## src/rtl/epf_pkg.sv

```systemverilog
// epf_pkg: shared widths, defaults and the controller/datapath bundles
// of the euler path finder
// no dependencies
package epf_pkg;

    // width of every vertex field on the ports
    localparam int VTX_W = 11;

    // default sizes
    localparam int DEF_MAX_VERTICES = 1024;
    localparam int DEF_MAX_EDGES    = 2048;

    // commands from controller to datapath
    typedef struct packed {
        logic clr_step;     // zero one degree entry
        logic in_latch;     // capture the accepted request
        logic ld_edge;      // store edge, read degree of source
        logic ld_inc;       // bump source, read degree of target
        logic ld_dec;       // drop target
        logic tst_init;     // start degree test
        logic tst_rd;       // read degree of current vertex
        logic tst_chk;      // fold degree into test state
        logic walk_init;    // load start vertex on the stack
        logic scan_clr;     // restart edge scan
        logic scan_run;     // advance edge scan
        logic push;         // take the best edge
        logic pop;          // retire stack top to the path
        logic pop_load;     // new stack top from memory
        logic rp_clr;       // rewind path read pointer
        logic out_rd;       // read next path vertex
        logic out_path;     // present path vertex
        logic out_nopath;   // present no-path answer
    } t_cmd;

    // status from datapath to controller
    typedef struct packed {
        logic clr_done;
        logic func;
        logic edge_ok;
        logic tst_end;
        logic tst_fail;
        logic tst_ok;
        logic scan_done;
        logic can_push;
        logic depth_gt1;
        logic path_end;
        logic out_free;
        logic out_last;
    } t_sts;

endpackage

```

## src/rtl/epf_ctrl.sv

```systemverilog
// epf_ctrl: sequencing state machine of the euler path finder
// depends on epf_pkg
module epf_ctrl import epf_pkg::*; (
    input  logic i_clk,
    input  logic i_rst_n,
    input  logic i_valid,
    output logic o_stall,
    input  t_sts i_sts,
    output t_cmd o_cmd
);

    localparam logic [3:0] S_CLR     = 4'd0;
    localparam logic [3:0] S_IDLE    = 4'd1;
    localparam logic [3:0] S_DISP    = 4'd2;
    localparam logic [3:0] S_LD_A    = 4'd3;
    localparam logic [3:0] S_LD_B    = 4'd4;
    localparam logic [3:0] S_LD_C    = 4'd5;
    localparam logic [3:0] S_TST_RD  = 4'd6;
    localparam logic [3:0] S_TST_CHK = 4'd7;
    localparam logic [3:0] S_TST_END = 4'd8;
    localparam logic [3:0] S_WK_SCAN = 4'd9;
    localparam logic [3:0] S_WK_STEP = 4'd10;
    localparam logic [3:0] S_WK_POP  = 4'd11;
    localparam logic [3:0] S_OUT_RD  = 4'd12;
    localparam logic [3:0] S_OUT_WR  = 4'd13;
    localparam logic [3:0] S_NOPATH  = 4'd14;

    localparam logic [1:0] PH_LOAD = 2'd0;
    localparam logic [1:0] PH_READ = 2'd1;
    localparam logic [1:0] PH_DONE = 2'd2;

    logic [3:0] r_state, n_state;
    logic [1:0] r_phase, n_phase;

    // input is taken only while waiting for work
    assign o_stall = (r_state != S_IDLE);

    // next state and commands
    always_comb begin
        n_state = r_state;
        n_phase = r_phase;
        o_cmd   = '0;
        unique case (r_state)
            S_CLR: begin
                o_cmd.clr_step = 1'b1;
                if (i_sts.clr_done) n_state = S_IDLE;
            end
            S_IDLE: begin
                if (i_valid) begin
                    o_cmd.in_latch = 1'b1;
                    n_state = S_DISP;
                end
            end
            S_DISP: begin
                if (!i_sts.func) begin
                    if (r_phase == PH_LOAD && i_sts.edge_ok) n_state = S_LD_A;
                    else n_state = S_IDLE;
                end else begin
                    unique case (r_phase)
                        PH_LOAD: begin
                            o_cmd.tst_init = 1'b1;
                            n_state = S_TST_RD;
                        end
                        PH_READ: n_state = S_OUT_RD;
                        default: n_state = S_IDLE;
                    endcase
                end
            end
            S_LD_A: begin
                o_cmd.ld_edge = 1'b1;
                n_state = S_LD_B;
            end
            S_LD_B: begin
                o_cmd.ld_inc = 1'b1;
                n_state = S_LD_C;
            end
            S_LD_C: begin
                o_cmd.ld_dec = 1'b1;
                n_state = S_IDLE;
            end
            S_TST_RD: begin
                if (i_sts.tst_end) n_state = S_TST_END;
                else begin
                    o_cmd.tst_rd = 1'b1;
                    n_state = S_TST_CHK;
                end
            end
            S_TST_CHK: begin
                o_cmd.tst_chk = 1'b1;
                if (i_sts.tst_fail) n_state = S_NOPATH;
                else n_state = S_TST_RD;
            end
            S_TST_END: begin
                if (i_sts.tst_ok) begin
                    o_cmd.walk_init = 1'b1;
                    o_cmd.scan_clr  = 1'b1;
                    n_state = S_WK_SCAN;
                end else begin
                    n_state = S_NOPATH;
                end
            end
            S_WK_SCAN: begin
                o_cmd.scan_run = 1'b1;
                if (i_sts.scan_done) n_state = S_WK_STEP;
            end
            S_WK_STEP: begin
                if (i_sts.can_push) begin
                    o_cmd.push     = 1'b1;
                    o_cmd.scan_clr = 1'b1;
                    n_state = S_WK_SCAN;
                end else begin
                    o_cmd.pop = 1'b1;
                    if (i_sts.depth_gt1) n_state = S_WK_POP;
                    else begin
                        o_cmd.rp_clr = 1'b1;
                        n_phase = PH_READ;
                        n_state = S_OUT_RD;
                    end
                end
            end
            S_WK_POP: begin
                o_cmd.pop_load = 1'b1;
                o_cmd.scan_clr = 1'b1;
                n_state = S_WK_SCAN;
            end
            S_OUT_RD: begin
                if (i_sts.path_end) begin
                    n_phase = PH_DONE;
                    n_state = S_IDLE;
                end else begin
                    o_cmd.out_rd = 1'b1;
                    n_state = S_OUT_WR;
                end
            end
            S_OUT_WR: begin
                if (i_sts.out_free) begin
                    o_cmd.out_path = 1'b1;
                    if (i_sts.out_last) n_phase = PH_DONE;
                    n_state = S_IDLE;
                end
            end
            S_NOPATH: begin
                if (i_sts.out_free) begin
                    o_cmd.out_nopath = 1'b1;
                    n_phase = PH_DONE;
                    n_state = S_IDLE;
                end
            end
            default: n_state = S_IDLE;
        endcase
    end

    // state registers
    always_ff @(posedge i_clk) begin
        if (!i_rst_n) begin
            r_state <= S_CLR;
            r_phase <= PH_LOAD;
        end else begin
            r_state <= n_state;
            r_phase <= n_phase;
        end
    end

endmodule

```

## config.mk

```make
export PLATFORM = sky130hd
export DESIGN_NAME = epf_ctrl
export DESIGN_NICKNAME = d
export VERILOG_FILES = /design/src/rtl/epf_pkg.sv /design/src/rtl/epf_ctrl.sv
export SDC_FILE = /design/constraint.sdc
export NUM_CORES = 1
export LEC_CHECK = 0
export BUFFER_PORTS_ARGS = -buffer_cell sky130_fd_sc_hd__buf_2
export CORE_MARGIN = 2
export CORE_UTILIZATION = 46
export CTS_CLUSTER_SIZE = 12
export DETAILED_ROUTE_END_ITERATION = 12
export GPL_TIMING_DRIVEN = 0
export PLACE_DENSITY = 0.79
export SYNTH_ARGS = -nofsm -noshare
export SYNTH_HDL_FRONTEND = slang
export SYNTH_SLANG_ARGS = --single-unit
```

## constraint.sdc

```tcl
create_clock -name i_clk -period 2.1 [get_ports i_clk]
set_clock_uncertainty 0.1 [all_clocks]
set_input_delay 0.105 -clock i_clk [delete_from_list [all_inputs] [get_ports i_clk]]
set_output_delay 0.105 -clock i_clk [all_outputs]
set_load 0.05 [all_outputs]
```

# [Yosys cells after proc, flatten, opt, wreduce, memory -nomap -nowiden]
# Cells that the tools add are included.
[op_classes] eq_ne=26 muxes=49 n_reduce_logical=7
[op_table] op="$pmux 4 s13" n=1
[op_table] op="$mux 4" n=9
[op_table] op="$eq 4x4->1 const B" n=7
[op_table] op="$mux 1" n=25
[op_table] op="$mux 2" n=9
[op_table] op="$ne 2x2->1 const B" n=9
[op_table] op="$eq 4x3->1 const B" n=4
[op_table] op="$eq 4x2->1 const B" n=2
[op_table] op="$pmux 2 s4" n=1
[op_table] op="$pmux 4 s2" n=1
[op_table] op="$reduce_and 7->1" n=1
[op_table] op="$mux 3" n=2
[op_table] op="$eq 4x1->1 const B" n=1
[op_table] op="$logic_not 4->1" n=1
[op_table] op="$ne 4x1->1 const B" n=1
[op_table] op="$reduce_and 4->1" n=1
[op_table] op="$reduce_bool 4->1" n=1
[op_table] op="$pmux 1 s3" n=1
[op_table] op="$eq 2x1->1 const B" n=1
[op_table] op="$logic_not 2->1" n=1
[op_table] op="$ne 2x1->1 const B" n=1
[op_table] op="$reduce_or 2->1" n=1
[op_table] op="$logic_and 1x1->1" n=1
[totals] ff_bits=6 in_bits=15 output_inout_bits=19 word_cells=84

# [Longest topological paths before layout]
# Gate-level depths: netlist (run 1).
[depth] depth_word=5 ltp_mapped=6 depth_no_buf=4

# [Worst setup path after synthesis (run 1)]
# No wires, ideal clock.
[synth_timing] kind="register to register" from="reg r_state[1]" to="reg r_state[1]" setup_ns=0.082 arrival_time_ns=2.675 required_ns=1.918 path_slack_ns=-0.757 path_stages_with_launch=6 path_buffers=1 synth_period_minus_slack_ns=2.857 cell_sequence="dfxtp_1 buf_6 nand2_1 nor4_1 a2111oi_1 a211oi_2"
[synth_between] elab_chain_cells=4 elab_cells_between_ends=21 classes_between="eq/ne: 17; mux: 1; reduce/logical: 3"
[synth_rtl] element="start, declared" line="epf_ctrl.sv:32" rtl="logic [3:0] r_state, n_state;"
[synth_rtl] element="start signal, assigned" line="epf_ctrl.sv:159" rtl="r_state <= n_state;"
[synth_rtl] element="$eq 4x4->1" line="epf_ctrl.sv:43" rtl="unique case (r_state)"
[synth_rtl] element="$reduce_or 2->1 (no source line)"
[synth_rtl] element="$ne 2x1->1 (no source line)"
[synth_rtl] element="$reduce_and 4->1 (no source line)"
# Parallel ways exist; a longest one is shown, timed or not.
# A chain may end at the register's enable or synchronous reset.

==> flow_summary_export.csv, run 1 <==
group,metric,value,unit
placed_design,portBuffers,33,
floorplan,die_w,44.27,um
yosys,synth_top_cell_by_area,"dfxtp_1",
setup_path,cp-start-kind,"flop",
global_route,track_usage,0.2519,
yosys,yosysWarnings,0,
placed_design,place_hpwl,1776,um
floorplan,dieArea,0.001959,sq mm
floorplan,fp-row-count,14,
cts,clock_sinks,6,
global_route,grt_pass1_wl,3705,um
yosys,seq_area_frac_synth,0.1611,
timing,fin_hold_ws,0.03772,ns
drt,drc_errors,0,
setup_path,r2r_start,"r_state[2]$_SDFFE_PN0P_",
min_path,hold_end,"r_phase[0]$_SDFFE_PN0P_",
cts,cts_tree,"yes",
setup_path,cp.required,1.89,ns
yosys,synthesis.nets,113,
cts,htree_levels,1,
cts,clock_latency,0.24,ns
pwr,p_leak,0.4378,nW
global_route,grt_pass1_vias,826,
setup_path,path_class,"flop to primary output",
job,cap_violations,0,
drt,detail-route-antenna-nets,0,
yosys,synth-async-reset-ratio,0,
drt,wire_per_inst,15.21,um
cells_and_area,syn2layout_area_growth,32.21,%
timing,fmax,511.8,MHz
setup_path,r2r_cells,5,
global_route,grt_max_degree,11,
pwr,ir_worst_vdd,271.2,uV
cts,ctsHoldBuffers,0,
yosys,synth_area_leaders,"dfxtp_1 (16%), nor2_1 (5.0%), nor4_1 (5.0%), nor3_1 (4.7%), nand2_1 (3.5%)",
yosys,yosys.area.top_type_share,0.1611,
cells_and_area,finalNetCount,151,
timing,hold_viol,0,
yosys,synth-compound-area-share,0.2668,
cts,clk_pin_slew,0.04,ns
cells_and_area,post-route-util,0.6545,
timing,tightest_slew,0.4482,ns
global_route,grt_overflow_total,0,
yosys,synth_commonest_cells,"nor2_1 (10), nand2_1 (7), nor3_1 (7)",
pwr,power_density,383.1,mW/mm^2
yosys,synthXorXnorAreaFrac,0.01174,
yosys,synth_edf_count,0,
timing,setup_viol,0,
timing,min_period,1.954,ns
floorplan,start_util,0.4950,
cts,max-clock-path-buffers,2,
setup_path,end_kind,"primary output",
timing,maxSlewHeadroom,0.7012,
yosys,postSynthCellCount,98,
setup_path,crit_arrival,1.75,ns
cts,cts_resized,0,
cts,post_cts_buffers,0,
yosys,synth.distinct_cells,43,
setup_path,regToRegSetupSlack,0.40,ns
yosys,synth_top_family_by_area,"simple AND/OR/NAND/NOR gates",
yosys,ys.flop_type,"dfxtp_1",
placed_design,gp_congestion,0.8589,
drt,drt-pass1-iter-count,4,
timing,slew_viol_final,0,
yosys,synth.mux.area_fraction,0.04195,
yosys,synth_seq_cells,6,
cells_and_area,post_route_cells_drive_above_1_share,0.4478,
yosys,synth-adder-area-share,0,
cts,numCtsBuffers,3,
drt,via_count,906,
drt,first_iter_violations,14,
timing,rsz0062_at_grt,"false",
setup_path,r2r-end,"r_state[1]$_SDFFE_PN0P_",
yosys,yosys.area_share.simple,0.4027,
floorplan,ios,34,
cells_and_area,diodes,0,
setup_path,crit_fanout,10,
yosys,netlist_area,745.7,sq um
floorplan,die_h,44.27,um
cts,cts_root_buf,"clkbuf_4",
floorplan,core-area,0.001506,sq mm
min_path,hold_path_class,"primary input to flop",
drt,via_per_inst,6.040,
yosys,syn_area_per_cell,7.609,sq um
yosys,yosysMostFrequentCell,"nor2_1",
min_path,worstHoldStart,"i_rst_n",
drt,wl,2281,um
status,status,"complete, no violations",
timing,fin_crit_sh,0.9304,
global_route,antenna_found_initial,0,
min_path,holdPathStages,2,
[state kept, by name, indices dropped and copies added, names as in the netlist]
signal / count
r_state: 4
r_phase: 2
[kinds of logic (layout without fill, tap and decap cells)]
family / Yosys count / count (layout)
AOI/OAI and AO/OA: 23 / 23
xor gates and xnor gates: 1 / 1
buffers and inverters: 15 / 51
DFF: 6 / 6
muxes: 3 / 3
and+or+nand+nor: 50 / 50
[layout make-up]
cell class / instances / area [sq um]
Timing Repair Buffer: 33 / 165.2
Tap cell: 16 / 20.02
Clock buffer: 3 / 22.52
Inverter: 6 / 22.52
Fill cell: 141 / 520.5
Buffer: 9 / 63.81
Multi-Input combinational cell: 77 / 571.8
Sequential cell: 6 / 120.1
[metal layers]
| layer | wire, um | GRT usage |
|---|---|---|
| met4 | 46 | 0.1273 |
| met3 | 111 | 0.04490 |
| met1 | 1001 | 0.3184 |
| met2 | 1121 | 0.4088 |
| met5 | 0 | 0 |
[power by group]
part           switching [mW]  internal [mW]  total (mW)
Sequential            0.00374          0.117       0.121
Clock                  0.0404         0.0646       0.105
Combinational          0.0910         0.0605       0.152
[through the flow]
step                instance area (sq um)  power (mW)  instances  setup TNS, ns  setup WS (ns)
CTS                                 985.9      0.3837        150              0         0.1386
detailed placement                  963.4      0.2739        147              0         0.4044
global placement                    963.4      0.2706        147              0         0.4196
finish                              985.9      0.3777        150              0         0.1461
global route                        985.9      0.4030        150              0       0.004017
floorplan                           778.2      0.2320         98        -0.1104       -0.05722
[worst max-delay path by stage]
stage | startpoint | endpoint | slack (ns) | depth (start not counted)
floorplan | r_state[1]$_SDFFE_PN0P_ | r_state[1]$_SDFFE_PN0P_ | -0.06 | 5
global placement | r_state[0]$_SDFFE_PN0P_ | o_cmd[16] | 0.42 | 5
detailed placement | r_state[0]$_SDFFE_PN0P_ | o_cmd[16] | 0.40 | 5
CTS | r_state[0]$_SDFFE_PN0P_ | o_cmd[16] | 0.14 | 5
global route | r_state[3]$_SDFFE_PN0P_ | o_cmd[0] | 0.004 | 5
finish | r_state[0]$_SDFFE_PN0P_ | o_cmd[16] | 0.15 | 5
[cells in the final DEF (no fill, tap or decap), types with 3 or more instances in the layout]
| master | instances |
|---|---|
| inv_1 | 6 |
| a21oi_1 | 4 |
| nor4_2 | 5 |
| buf_4 | 3 |
| or2b_1 | 3 |
| nand2_1 | 7 |
| nor3_1 | 7 |
| buf_2 | 36 |
| nand2b_1 | 3 |
| dfxtp_1 | 6 |
| nor2_1 | 9 |
| clkbuf_4 | 3 |
[worst max-delay path, stage by stage, from the launching register on]
cell,delay (ns)
dfxtp_1,0.39
buf_6,0.17
or2b_1,0.27
or3_1,0.34
nor2_2,0.08
buf_2,0.26
No activity file was read; power rests on OpenSTA's default activity.
==> inputs of run 2 (changes only) <==
==> constraint.sdc (replaced) <==
create_clock -name i_clk -period 1.8 [get_ports i_clk]
set_clock_uncertainty 0.1 [all_clocks]
set_input_delay 0.09 -clock i_clk [delete_from_list [all_inputs] [get_ports i_clk]]
set_output_delay 0.09 -clock i_clk [all_outputs]
set_load 0.05 [all_outputs]
==> run 2 against run 1 <==
Combinational power is 37% higher. Via count increased by 2.9%. Worst hold slack got worse by 0.024 ns. Routed wire length grew 1.1%. Total power up 25%. Clock-buffer cell count unchanged. First-iteration DRC count grew 110%. Register-to-register slack lost 0.32 ns. Worst setup slack got worse by 0.10 ns. Critical path type unchanged. Final area is 14% higher. Critical endpoint unchanged. Sequential share of layout area fell by 0.96 points. Core utilization rose by 9.3 points.
==> flow_summary_export.csv, run 2 (same netlist as run 1, synthesis figures left out) <==
group,metric,value,unit
drt,first_iter_violations,29,
setup_path,crit_arrival,1.56,ns
drt,met1_length,981,um
global_route,track_usage,0.2489,
global_route,antenna_found_initial,0,
timing,hold_viol,0,
cells_and_area,layout_common_cells,"buf_2 (28), buf_4 (10), nor2_1 (9), buf_6 (7), nand2_1 (7)",
cells_and_area,regMostFlops,"r_state",
global_route,grt_max_degree,11,
min_path,hold_path_class,"primary input to flop",
timing,fmax,570.1,MHz
cells_and_area,largest_registers,"r_state (4), r_phase (2)",
floorplan,ios,34,
cts,cts_tree,"yes",
cells_and_area,finalNetCount,155,
setup_path,cp-start-kind,"flop",
drt,wl_met3,189,um
cts,clock_sinks,6,
setup_path,end_kind,"primary output",
drt,top_layer,"met4",
cells_and_area,nFillCells,121,
timing,fin_hold_ws,0.01349,ns
cts,clk_pin_slew,0.04,ns
drt,wl,2305,um
placed_design,dp.cells,147,
placed_design,place_hpwl,1692,um
drt,drc_errors,0,
placed_design,pre_cts_ws,0.05434,ns
pwr,p_leak,0.4884,nW
setup_path,path_class,"flop to primary output",
setup_path,crit_fanout,5,
cells_and_area,final_cells,154,
placed_design,portBuffers,33,
cts,cts_root_buf,"clkbuf_4",
cts,ctsHoldBuffers,0,
global_route,grt_pass1_wl,3601,um
drt,detail-route-antenna-nets,0,
status,status,"complete, no violations",
floorplan,start_util,0.4950,
drt,wire_per_inst,14.97,um
timing,maxSlewHeadroom,0.7357,
drt,wl_met2,1108,um
cts,clock_latency,0.25,ns
timing,fin_crit_sh,0.9745,
timing,rsz0062_at_grt,"true",
floorplan,die_h,44.27,um
floorplan,die_w,44.27,um
pwr,finalPower,473.4,uW
cells_and_area,diodes,0,
cells_and_area,post_route_cells_drive_above_1_share,0.5362,
timing,slew_viol_final,0,
drt,via_count,932,
global_route,grt_pass1_vias,806,
cts,max-clock-path-buffers,2,
cells_and_area,syn2layout_area_growth,51.01,%
floorplan,dieArea,0.001959,sq mm
cts,numCtsBuffers,3,
pwr,ir_worst_vdd,366.4,uV
drt,drt-pass1-iter-count,4,
timing,fin_ws,0.04591,ns
timing,setup_viol,0,
cells_and_area,post-route-util,0.7475,
global_route,grt_overflow_total,0,
timing,tightest_slew,0.3954,ns
floorplan,fp-row-count,14,
setup_path,cp.required,1.61,ns
drt,via_per_inst,6.052,
floorplan,core-area,0.001506,sq mm
pwr,power_density,420.4,mW/mm^2
job,cap_violations,0,
cells_and_area,largest_reg_flops,4,
timing,min_period,1.754,ns
cells_and_area,final_common_cell,"buf_2",
placed_design,gp_congestion,0.9078,
cts,htree_levels,1,
[run 2: worst paths after layout]
check	from	to	slack, ns	cells after the start
min	i_rst_n	r_state[0]$_SDFFE_PN0P_	0.01	2
max	r_state[0]$_SDFFE_PN0P_	o_cmd[16]	0.05	5
max reg2reg	r_state[0]$_SDFFE_PN0P_	r_state[1]$_SDFFE_PN0P_	0.08	5
min reg2reg	r_phase[1]$_SDFFE_PN0P_	r_phase[1]$_SDFFE_PN0P_	0.39	2
[run 2: power breakdown]
part           leakage (nW)  switching, mW  internal [mW]
logic                 0.424          0.116         0.0913
clock network        0.0138         0.0478         0.0754
registers            0.0502        0.00495          0.138
[run 2: layout make-up]
type | instances | area, sq um | share of cell area
timing repair buffer | 37 | 217.7 | 0.1933
inverter | 6 | 22.52 | 0.02000
clock buffer | 3 | 22.52 | 0.02000
buffer | 9 | 83.83 | 0.07444
multi-input combinational | 77 | 633.1 | 0.5622
tap | 16 | 20.02 | 0.01778
sequential | 6 | 126.4 | 0.1122
[run 2: repair_timing]
| item | 4_1_cts | 5_1_grt |
|---|---|---|
| setup endpoints to repair | 6 | 9 |
| gates resized for setup | 12 | 12 |
| buffers inserted | 1 | 2 |
| cloned | 0 | 1 |
[run 2: metrics by stage]
step,TNS (ns),area [sq um]
after floorplan,-1.300,830.8
after global placement,0,1016
after detailed placement,0,1016
after CTS,-0.004915,1082
after global routing,-0.01044,1126
final,0,1126
[run 2: worst max-delay path, cell delays in order (launching register included)]
cell and delay, ns:
dfxtp_4 0.36, buf_6 0.11, or2b_1 0.24, or3_4 0.35
nor2_4 0.11, buf_6 0.16
[run 2: routing by layer]
metal / GRT usage / up-vias
li1: - / 448
met1: 0.3292 / 429
met2: 0.4147 / 51
met3: 0.02857 / 4
met4: 0.09091 / 0
met5: 0 / -
